### src/rtl/pwq_pkg.sv
// ----------------------------------------------------------------------------
// pwq_pkg
// Shared constants, codes and types of the priority-ordered wait queue.
// ----------------------------------------------------------------------------
`default_nettype none

package pwq_pkg;

  // queue geometry
  localparam int DEPTH  = 16;
  localparam int ID_W   = 4;
  localparam int PRIO_W = 8;   // at most the width of the priority port
  localparam int CNT_W  = $clog2(DEPTH + 1);

  // port widths fixed by the interface
  localparam int FUNC_W   = 3;
  localparam int STATUS_W = 3;
  localparam int PRIO_IN_W = 8;

  // input function codes
  localparam logic [FUNC_W-1:0] FN_BLOCK      = 3'd0;
  localparam logic [FUNC_W-1:0] FN_WAKE_NAMED = 3'd1;
  localparam logic [FUNC_W-1:0] FN_WAKE_FIRST = 3'd2;
  localparam logic [FUNC_W-1:0] FN_WAKE_ALL   = 3'd3;
  localparam logic [FUNC_W-1:0] FN_CLEAR      = 3'd4;

  // result status codes
  localparam logic [STATUS_W-1:0] ST_OK         = 3'd0;
  localparam logic [STATUS_W-1:0] ST_FULL       = 3'd1;
  localparam logic [STATUS_W-1:0] ST_EMPTY      = 3'd2;
  localparam logic [STATUS_W-1:0] ST_NOT_QUEUED = 3'd3;
  localparam logic [STATUS_W-1:0] ST_DUP        = 3'd4;

  // per-cycle operation broadcast to every cell
  localparam logic [1:0] OP_HOLD   = 2'd0;
  localparam logic [1:0] OP_INSERT = 2'd1;
  localparam logic [1:0] OP_REMOVE = 2'd2;
  localparam logic [1:0] OP_SHIFT  = 2'd3;

  // entry presented to every cell
  typedef struct packed {
    logic [ID_W-1:0]   id;
    logic [PRIO_W-1:0] prio;
  } cell_cmd_t;

endpackage

`default_nettype wire

### src/rtl/pwq_cell.sv
// ----------------------------------------------------------------------------
// pwq_cell
// One slot of the sorted row: holds an id and a priority and takes a new
// entry, its left or right neighbor's data, or keeps its own, each cycle.
// ----------------------------------------------------------------------------
`default_nettype none

module pwq_cell (
  input  wire                      clk,
  input  wire [1:0]                op,
  input  wire pwq_pkg::cell_cmd_t  cmd,
  input  wire                      occ,
  input  wire                      left_goes,
  input  wire [pwq_pkg::ID_W-1:0]  left_id,
  input  wire [pwq_pkg::PRIO_W-1:0] left_prio,
  input  wire [pwq_pkg::ID_W-1:0]  right_id,
  input  wire [pwq_pkg::PRIO_W-1:0] right_prio,
  input  wire                      seen_in,
  output logic                     goes,
  output logic                     seen_out,
  output logic [pwq_pkg::ID_W-1:0] id,
  output logic [pwq_pkg::PRIO_W-1:0] prio
);
  import pwq_pkg::*;

  logic              match;
  logic [ID_W-1:0]   id_next;
  logic [PRIO_W-1:0] prio_next;

  // new entry ranks after this one; matching id found here or to the left
  assign goes     = occ && (prio <= cmd.prio);
  assign match    = occ && (id == cmd.id);
  assign seen_out = seen_in | match;

  // select the next contents
  always_comb begin
    id_next   = id;
    prio_next = prio;
    case (op)
      OP_INSERT: begin
        if (!goes) begin
          if (left_goes) begin
            id_next   = cmd.id;
            prio_next = cmd.prio;
          end else begin
            id_next   = left_id;
            prio_next = left_prio;
          end
        end
      end
      OP_REMOVE: begin
        if (seen_out) begin
          id_next   = right_id;
          prio_next = right_prio;
        end
      end
      OP_SHIFT: begin
        id_next   = right_id;
        prio_next = right_prio;
      end
      default: begin
      end
    endcase
  end

  // slot storage
  always_ff @(posedge clk) begin
    id   <= id_next;
    prio <= prio_next;
  end

endmodule

`default_nettype wire

### src/rtl/priority_wait_queue.sv
// ----------------------------------------------------------------------------
// priority_wait_queue
// Priority-ordered wait queue of one blocking object, built as a row of
// shifting cells with an occupancy counter and a registered result.
// ----------------------------------------------------------------------------
// Block, wake named, wake first, clear and unknown codes each give a single
// result: the transaction is accepted, the row of cells updates in place at
// that edge and the result sits in the output register from the next cycle.
// A new transaction is taken whenever no wake all is draining and the output
// register is empty or is being drained in the same cycle, so with the
// consumer always ready the block runs one transaction per cycle outside a
// wake all drain. Wake all emits one result per queued id, in rank order,
// one per cycle as the consumer takes them; the row shifts left by one slot
// per result, and the block is busy until every queued id is emitted. The
// critical path is the match prefix chain through all cells for wake named.
`default_nettype none

module priority_wait_queue (
  input  wire                              clk,
  input  wire                              rst,
  input  wire                              in_valid,
  output logic                             in_ready,
  input  wire [pwq_pkg::FUNC_W-1:0]        func,
  input  wire [pwq_pkg::ID_W-1:0]          proc_id,
  input  wire [pwq_pkg::PRIO_IN_W-1:0]     priority_req,
  output logic                             out_valid,
  input  wire                              out_ready,
  output logic [pwq_pkg::ID_W-1:0]         woken_id,
  output logic                             woken_valid,
  output logic [pwq_pkg::STATUS_W-1:0]     status,
  output logic                             last,
  output logic                             queue_empty
);
  import pwq_pkg::*;

  localparam logic S_IDLE  = 1'b0;
  localparam logic S_DRAIN = 1'b1;

  logic              state, state_next;
  logic [CNT_W-1:0]  count, count_next;
  logic              out_valid_next;
  logic [ID_W-1:0]   woken_id_next;
  logic              woken_valid_next;
  logic [STATUS_W-1:0] status_next;
  logic              last_next;
  logic              queue_empty_next;
  logic              load_out;
  logic              in_fire;
  logic [1:0]        cell_op;
  cell_cmd_t         cmd;

  logic [ID_W-1:0]   cell_id   [DEPTH];
  logic [PRIO_W-1:0] cell_prio [DEPTH];
  logic              cell_goes [DEPTH];
  logic              cell_seen [DEPTH];

  logic any_match;
  logic is_full;
  logic is_empty;

  assign in_ready  = (state == S_IDLE) && (!out_valid || out_ready);
  assign in_fire   = in_valid && in_ready;
  assign any_match = cell_seen[DEPTH-1];
  assign is_full   = (count == CNT_W'(DEPTH));
  assign is_empty  = (count == '0);

  // entry offered to the row
  assign cmd = '{id: proc_id, prio: priority_req[PRIO_W-1:0]};

  // row of cells
  for (genvar i = 0; i < DEPTH; i++) begin : g_cell
    logic              l_goes;
    logic [ID_W-1:0]   l_id;
    logic [PRIO_W-1:0] l_prio;
    logic [ID_W-1:0]   r_id;
    logic [PRIO_W-1:0] r_prio;
    logic              s_in;

    if (i == 0) begin : g_left_edge
      assign l_goes = 1'b1;
      assign l_id   = '0;
      assign l_prio = '0;
      assign s_in   = 1'b0;
    end else begin : g_left
      assign l_goes = cell_goes[i-1];
      assign l_id   = cell_id[i-1];
      assign l_prio = cell_prio[i-1];
      assign s_in   = cell_seen[i-1];
    end

    if (i == DEPTH - 1) begin : g_right_edge
      assign r_id   = '0;
      assign r_prio = '0;
    end else begin : g_right
      assign r_id   = cell_id[i+1];
      assign r_prio = cell_prio[i+1];
    end

    pwq_cell u_cell (
      .clk        (clk),
      .op         (cell_op),
      .cmd        (cmd),
      .occ        (count > CNT_W'(i)),
      .left_goes  (l_goes),
      .left_id    (l_id),
      .left_prio  (l_prio),
      .right_id   (r_id),
      .right_prio (r_prio),
      .seen_in    (s_in),
      .goes       (cell_goes[i]),
      .seen_out   (cell_seen[i]),
      .id         (cell_id[i]),
      .prio       (cell_prio[i])
    );
  end

  // transaction decode and drain sequencing
  always_comb begin
    state_next       = state;
    count_next       = count;
    cell_op          = OP_HOLD;
    load_out         = 1'b0;
    woken_id_next    = '0;
    woken_valid_next = 1'b0;
    status_next      = ST_OK;
    last_next        = 1'b1;
    queue_empty_next = 1'b0;

    unique case (state)
      S_IDLE: begin
        if (in_fire) begin
          load_out = 1'b1;
          case (func)
            FN_BLOCK: begin
              if (any_match) begin
                status_next = ST_DUP;
              end else if (is_full) begin
                status_next = ST_FULL;
              end else begin
                cell_op    = OP_INSERT;
                count_next = count + CNT_W'(1);
              end
            end
            FN_WAKE_NAMED: begin
              if (is_empty) begin
                status_next = ST_EMPTY;
              end else if (!any_match) begin
                status_next = ST_NOT_QUEUED;
              end else begin
                cell_op          = OP_REMOVE;
                count_next       = count - CNT_W'(1);
                woken_id_next    = proc_id;
                woken_valid_next = 1'b1;
              end
            end
            FN_WAKE_FIRST: begin
              if (is_empty) begin
                status_next = ST_EMPTY;
              end else begin
                cell_op          = OP_SHIFT;
                count_next       = count - CNT_W'(1);
                woken_id_next    = cell_id[0];
                woken_valid_next = 1'b1;
              end
            end
            FN_WAKE_ALL: begin
              if (is_empty) begin
                status_next = ST_EMPTY;
              end else begin
                cell_op          = OP_SHIFT;
                count_next       = count - CNT_W'(1);
                woken_id_next    = cell_id[0];
                woken_valid_next = 1'b1;
                last_next        = (count == CNT_W'(1));
                if (count != CNT_W'(1)) begin
                  state_next = S_DRAIN;
                end
              end
            end
            FN_CLEAR: begin
              count_next = '0;
            end
            default: begin
            end
          endcase
          queue_empty_next = (count_next == '0);
          // every result of a wake all sees the queue already emptied
          if (func == FN_WAKE_ALL) begin
            queue_empty_next = 1'b1;
          end
        end
      end
      S_DRAIN: begin
        if (out_ready) begin
          load_out         = 1'b1;
          cell_op          = OP_SHIFT;
          count_next       = count - CNT_W'(1);
          woken_id_next    = cell_id[0];
          woken_valid_next = 1'b1;
          last_next        = (count == CNT_W'(1));
          queue_empty_next = 1'b1;
          if (count == CNT_W'(1)) begin
            state_next = S_IDLE;
          end
        end
      end
      default: begin
        state_next = S_IDLE;
      end
    endcase
  end

  // output valid follows loads and consumer handshakes
  always_comb begin
    if (load_out) begin
      out_valid_next = 1'b1;
    end else if (out_ready) begin
      out_valid_next = 1'b0;
    end else begin
      out_valid_next = out_valid;
    end
  end

  // control registers
  always_ff @(posedge clk) begin
    if (rst) begin
      state     <= S_IDLE;
      count     <= '0;
      out_valid <= 1'b0;
    end else begin
      state     <= state_next;
      count     <= count_next;
      out_valid <= out_valid_next;
    end
  end

  // result payload register
  always_ff @(posedge clk) begin
    if (load_out) begin
      woken_id    <= woken_id_next;
      woken_valid <= woken_valid_next;
      status      <= status_next;
      last        <= last_next;
      queue_empty <= queue_empty_next;
    end
  end

endmodule

`default_nettype wire
### config.mk
export PLATFORM = sky130hd
export DESIGN_NAME = priority_wait_queue
export DESIGN_NICKNAME = d
export VERILOG_FILES = /design/src/rtl/pwq_pkg.sv /design/src/rtl/pwq_cell.sv /design/src/rtl/priority_wait_queue.sv
export SDC_FILE = /design/constraint.sdc
export NUM_CORES = 1
export LEC_CHECK = 0
export ABC_CLOCK_PERIOD_IN_PS = 9400
export BUFFER_PORTS_ARGS = -buffer_cell sky130_fd_sc_hd__buf_4
export CORE_MARGIN = 2
export CORE_UTILIZATION = 69
export CTS_CLUSTER_SIZE = 24
export DETAILED_ROUTE_END_ITERATION = 7
export GPL_ROUTABILITY_DRIVEN = 0
export MAX_ROUTING_LAYER = met4
export PLACE_DENSITY_LB_ADDON = 0.3
export SLEW_MARGIN = 20
export SYNTH_ARGS = -nofsm -noshare
export SYNTH_HDL_FRONTEND = slang
export SYNTH_SLANG_ARGS = --single-unit
### constraint.sdc
create_clock -name clk -period 9.4 [get_ports clk]
set_input_delay 1.88 -clock clk [delete_from_list [all_inputs] [get_ports clk]]
set_output_delay 1.88 -clock clk [all_outputs]
set_load 0.1 [all_outputs]
Word-level counts from Yosys, hierarchy flattened
Cells that the tools add are included.
{"block": "classes", "order_cmp": 32, "n_eq_ne": 60, "add_sub_neg": 2, "n_reduce_logical": 60, "n_mux": 185, "n_bitwise": 17}
{"operator": "one-hot mux 8 bit (3 select lines)", "count": 16}
{"operator": "2-to-1 mux 8 bit", "count": 47}
{"operator": "2-to-1 mux 4 bit", "count": 52}
{"operator": "one-hot mux 4 bit (3 select lines)", "count": 16}
{"operator": "less-or-equal comparator 8 bit", "count": 16}
{"operator": "== test 4 bit", "count": 16}
{"operator": "AND reduction 3 bit", "count": 16}
{"operator": "2-to-1 mux 5 bit", "count": 9}
{"operator": "greater-than comparator 5 x 4 -> 1 bit (second input constant)", "count": 8}
{"operator": "!= test 2 bit (second input constant)", "count": 19}
{"operator": "logical AND 1 bit", "count": 34}
{"operator": "!= test 2 x 1 -> 1 bit (second input constant)", "count": 15}
{"operator": "2-to-1 mux 1 bit", "count": 23}
{"operator": "greater-than comparator 5 x 3 -> 1 bit (second input constant)", "count": 4}
{"operator": "one-hot mux 5 bit (4 select lines)", "count": 1}
{"operator": "2-to-1 mux 2 bit", "count": 8}
{"operator": "one-hot mux 4 bit (2 select lines)", "count": 2}
{"operator": "OR 1 bit", "count": 15}
{"operator": "one-hot mux 1 bit (2 select lines)", "count": 6}
{"operator": "greater-than comparator 5 x 1 -> 1 bit (second input constant)", "count": 2}
{"operator": "greater-than comparator 5 x 2 -> 1 bit (second input constant)", "count": 2}
{"operator": "logical NOT 5 bit", "count": 2}
{"operator": "one-hot mux 5 bit (2 select lines)", "count": 1}
{"operator": "one-hot mux 3 bit (3 select lines)", "count": 1}
{"operator": "other kinds (21)", "count": 25}
{"block": "totals", "out_inout_bits": 12, "inputBits": 19, "wordCells": 396, "ff_bits": 209}

Logic depth before layout (Yosys ltp)
{"block": "logic_depth", "word_depth": 26, "ltp_mapped": 15, "mapped_depth_nobuf": 11}

By module
From an unflattened synthesis, not the netlist that was laid out.
{"block": "hier_totals", "hier_cells": 1641, "hier_area_um2": 15964.1}
{"module": "pwq_cell", "seq_area_each_um2": 360.3, "area_each_um2": 912.1, "cells_per_inst": 92, "instances": 16}
{"module": "priority_wait_queue", "seq_area_each_um2": 440.4, "area_each_um2": 1370.1, "cells_per_inst": 169, "instances": 1}

Worst setup path after synthesis
No wires, ideal clock.
{"block": "synth_path", "path_kind": "input-to-reg", "start": "in out_ready", "end": "reg g_cell[0].u_cell.id[0] (netlist bit), enable pin", "n_path_buf": 1, "arrival_time_ps": 5440, "required_ps": 9002, "path_slack_ps": 3562, "setup_time_ps": 398, "path_stages": 8, "path_cell_list": "inv_1 -> a21oi_1 -> nand2_1 -> nor2_1 -> and2_1 -> buf_2 -> a31oi_1 -> o21ai_0"}
{"block": "synth_via", "elab_chain_len": 8, "elab_cells_between_ends": 13, "cone_classes": "eq/ne: 5; mux: 3; reduce/logical: 5"}
{"element": "start, declared", "line_no": "priority_wait_queue.sv:27", "source": "input wire out_ready,"}
{"element": "logical OR 1 bit *", "line_no": "priority_wait_queue.sv:61", "source": "assign in_ready = (state == S_IDLE) && (!out_valid || out_ready);"}
{"element": "logical AND 1 bit *", "line_no": "priority_wait_queue.sv:61"}
{"element": "via in_ready", "line_no": "priority_wait_queue.sv:22", "source": "output logic in_ready,"}
{"element": "logical AND 1 bit *", "line_no": "priority_wait_queue.sv:62", "source": "assign in_fire = in_valid && in_ready;"}
{"element": "2-to-1 mux 2 bit *", "line_no": "priority_wait_queue.sv:131", "source": "if (in_fire) begin"}
{"element": "one-hot mux 2 bit (2 select lines) *", "line_no": "priority_wait_queue.sv:129", "source": "unique case (state)"}
{"element": "== test 2 bit or == test 2 x 1 -> 1 bit (tied branches)", "line_no": "pwq_cell.sv:39", "source": "case (op)"}
{"element": "!= test 2 x 1 -> 1 bit (no line), or another cell as far along"}
{"element": "AND reduction 3 bit (no line) *"}
{"element": "end signal, assigned", "line_no": "pwq_cell.sv:68", "source": "id <= id_next;"}
{"element": "end, declared", "line_no": "pwq_cell.sv:21", "source": "output logic [pwq_pkg::ID_W-1:0] id,"}
The timed path passes the listed nets; every way through them passes the cells marked *.
A chain may end at the register's enable or synchronous reset.

Worst setup path in the final report
{"block": "layout_path", "start": "in proc_id[0] (netlist bit)", "end": "reg g_cell[5].u_cell.prio[6] (netlist bit), enable pin"}
{"block": "layout_via", "elab_chain_len": 25, "elab_cells_between_ends": 60, "cone_classes": "eq/ne: 21; mux: 6; bitwise: 15; reduce/logical: 18"}
{"element": "start, declared", "line_no": "priority_wait_queue.sv:24", "source": "input wire [pwq_pkg::ID_W-1:0] proc_id,"}
{"element": "== test 4 bit", "line_no": "pwq_cell.sv:32", "source": "assign match = occ && (id == cmd.id);"}
{"element": "logical AND 1 bit", "line_no": "pwq_cell.sv:32"}
{"element": "OR 1 bit (15 in series)", "line_no": "pwq_cell.sv:33", "source": "assign seen_out = seen_in | match;"}
{"element": "2-to-1 mux 2 bit", "line_no": "priority_wait_queue.sv:147", "source": "end else if (!any_match) begin"}
{"element": "2-to-1 mux 2 bit", "line_no": "priority_wait_queue.sv:145", "source": "if (is_empty) begin"}
{"element": "one-hot mux 2 bit (3 select lines)", "line_no": "priority_wait_queue.sv:133", "source": "case (func)"}
{"element": "2-to-1 mux 2 bit", "line_no": "priority_wait_queue.sv:131"}
{"element": "one-hot mux 2 bit (2 select lines)", "line_no": "priority_wait_queue.sv:129"}
{"element": "== test 2 bit or == test 2 x 1 -> 1 bit (tied branches)", "line_no": "pwq_cell.sv:39"}
{"element": "!= test 2 x 1 -> 1 bit (no line), or another cell as far along"}
{"element": "AND reduction 3 bit (no line) *"}
{"element": "end signal, assigned", "line_no": "pwq_cell.sv:69", "source": "prio <= prio_next;"}
{"element": "end, declared", "line_no": "pwq_cell.sv:22", "source": "output logic [pwq_pkg::PRIO_W-1:0] prio"}
Mark *: on every way between the ends. The rest lies on a longest branch, timed or not.

==> metrics.md <==
| Metric | Value |
|---|---|
| Outcome | completed |
| Avg WL per Cell | 22.1 microns |
| Pwr Density | 179 nW/um^2 |
| Detailed-route DRC error count | 0 |
| Die area | 23000 sq um |
| Fmax | 185 MHz |
| Inserted Clock Buffers | 24 |
| CP required | 9.54 ns |
| Number of global-route vias before repair | 11200 |
| H-tree depth | 1 |
| Final Max Tran Viols | 0 |
| Initial DRC Count | 1437 |
| Slew headroom | 25.9% |
| Net Sw Power | 0.888 mW |
| Max cap viols | 0 |
| Synth Flop Type | edfxtp_1 |
| Setup Crit Path Kind | in2reg |
| Width of the die | 152 microns |
| # Post-CTS Setup Buffers | 0 |
| Worst min path class | reg2reg |
| Gr ovfl total | 0 |
| Yosys warning count | 0 |
| Antenna violations before repair | 0 |
| Most frequent cells in the layout | nor2_1 (233), a21oi_1 (223), edfxtp_1 (202) |
| Power Total | 2.88 mW |
| Clk network pwr share | 31.8% |
| Post-Syn Instances | 1509 |
| Period minus WS final | 5.41 ns |
| Final Hold Fails | 0 |
| Std-Cell Rows | 54 |
| Post-synth top area share | 40.3% |
| Routed Wire Length | 39300 microns |
| Via-per-instance ratio | 6.73 |
| Clk_lat worst skew | 0.53 ns |
| Critical path startpoint category | input port |
| CP endpoint kind | flip-flop |
| Count of flip-flops with a built-in enable after synthesis | 202 |
| CTS tree | yes |
| CTS Buffer Depth | 3 |
| Layout cell share with drive strength beyond 1 | 7.68% |
| Yosys reg bits | 209 |
| Global-route usage over all layers | 35.1% |
| Post-route ant nets | 0 |
| Setup TNS | 0 ns |
| Worst-margin pin slew | 1.11 ns |
| Top post-synthesis cells by area | edfxtp_1 (40%), mux2i_1 (12%), ha_1 (11%), a21oi_1 (7.6%), nor2_1 (5.8%) |
| Starting Density | 69.6% |
| Worst hold slack | 0.476 ns |
| Setup Skew | 0.0148 ns |
| Combinational power share | 25.4% |
| Largest net degree at the start of global routing | 103 |
| Vias post-DR | 12000 |
| Nets | 1638 |
| Area of the multi-input gates | 8220 sq um |
| Cell taking the most area after synthesis | edfxtp_1 |
| VDD IR max | 181 uV |
| Seq pwr share | 42.8% |
| Critical path arrival | 5.55 ns |
| Drt pass-1 iters | 6 |
| Net Sw Frac | 30.9% |
| Sequential area share after synthesis | 41.3% |
| Clock Tree Root | clkbuf_16 |
| Commonest non-fill, non-tap cell in the layout | nor2_1 |
| FF-to-FF setup slack | 4.46 ns |
| Count of different cell masters after synthesis | 65 |
| CTS Sinks | 209 |
| Die H | 152 microns |
| Syn_nets | 1662 |
| Post-CTS Hold Fix Bufs | 0 |
| Mapped Area | 15000 sq um |
| CTS resizes | 0 |
| DP Wirelength | 27300 microns |
| IO Pins | 31 |
| Critical path peak fanout | 33 |
| Worst-path clk slew | 0.06 ns |
| Leak | 6.31 nW |
| Register area | 6210 sq um |
| Area growth syn-to-layout | 6.76% |
| RSZ-0062 raised after global routing | false |
| Final setup fails | 0 |
| Mean Syn Cell Area | 9.97 sq um |
| Core Region | 21600 sq um |
| Fill cells | 1468 |
| IO Port Bufs | 30 |
| Fin crit share | 57.6% |
| Core Util, Final | 74.3% |
| First-pass GRT wire length | 60700 microns |
| Ant. Diodes | 0 |
| Internal | 1.99 mW |
| Post-synth ARST share | 0% |
power by group through the flow:
stage               registers (mW)  logic [mW]  clock network [mW]
global placement              1.24       0.679                   0
CTS                           1.23       0.716               0.918
global route                  1.24       0.797               0.953
finish                        1.23       0.731               0.915
floorplan                     1.24       0.534                   0
detailed placement            1.24       0.710                   0
logic make-up (layout without fill, tap and decap cells):
logic type | after synthesis | in the layout | share of synthesized area, %
multiplexers | 190 | 190 | 12.7
AND/OR/NAND/NOR | 384 | 384 | 11.7
adder cells (fa/ha/maj) | 134 | 134 | 11.1
buffers and inverters | 137 | 125 | 4.21
AO/OA/AOI/OAI | 387 | 387 | 15.0
flip-flops | 209 | 209 | 41.3
XOR/XNOR | 68 | 68 | 3.96
path summary, 6_finish.rpt:
path | to | depth (start not counted) | from
max | g_cell[5].u_cell.prio[6] | 10 | proc_id[0]
min | out_valid | 2 | out_valid
max reg2reg | g_cell[5].u_cell.prio[6] | 10 | count[0]
min reg2reg | out_valid | 2 | out_valid
worst max-delay path, stage by stage:
cell       delay [ns]
buf_4            0.39
xor2_1           0.22
nor3_1           0.10
o2bb2ai_1        0.27
nor4_4           0.41
nand4_1          0.39
o21ai_0          0.39
nand2_1          0.36
o21a_1           0.29
a21oi_1          0.84
final cells by class:
cell class              instances  area share, %
multi-input cells            1163           51.2
flip-flops and latches        209           38.7
clock buffers                  33           4.21
repair buffers                 54           2.51
well taps                     280           2.18
inverters                      33          0.772
clock inverters                 5          0.460
metal layers:
metal	GRT usage, %	part of all wire (%)	wire, microns	vias to the layer above
met5	-	0	0	-
met4	11.0	3.1	1230	0
met3	7.22	11	4490	99
met2	51.7	44	17300	717
met1	49.1	41	16300	5630
li1	-	-	-	5510
synthesized netlist by cell type, drive strengths merged, types with 4 or more instances:
| cell type | number |
|---|---|
| nor4 | 6 |
| nand3 | 30 |
| xnor2 | 40 |
| o21ai | 57 |
| nor2 | 233 |
| a211oi | 4 |
| a22o | 4 |
| mux2i | 178 |
| nor3 | 7 |
| dfxtp | 7 |
| ha | 134 |
| o21a | 19 |
| clkbuf | 46 |
| xor2 | 28 |
| nand2b | 9 |
| and2 | 8 |
| inv | 33 |
| a21oi | 229 |
| a31oi | 9 |
| nand2 | 29 |
| mux2 | 12 |
| a21boi | 4 |
| a211o | 9 |
| a21o | 30 |
| nand4 | 20 |
| buf | 58 |
| and3 | 13 |
| edfxtp | 202 |
| nor2b | 12 |
| or2 | 4 |
state kept, by name, indices dropped and copies added, names as in the netlist:
signal,count
woken_id,4
queue_empty,1
count,5
woken_valid,1
status,3
g_cell.u_cell.id,64
last,1
state,1
out_valid,1
g_cell.u_cell.prio,128
stage by stage:
| step | worst slack [ns] | cells | cell area (sq um) |
|---|---|---|---|
| after floorplan | 3.56 | 1509 | 15000 |
| after global placement | 3.70 | 1738 | 15300 |
| after detailed placement | 3.54 | 1738 | 15300 |
| after CTS | 4.03 | 1776 | 16000 |
| after global routing | 3.74 | 1777 | 16100 |
| final | 3.99 | 1777 | 16100 |
No activity file was read; power rests on OpenSTA's default activity.
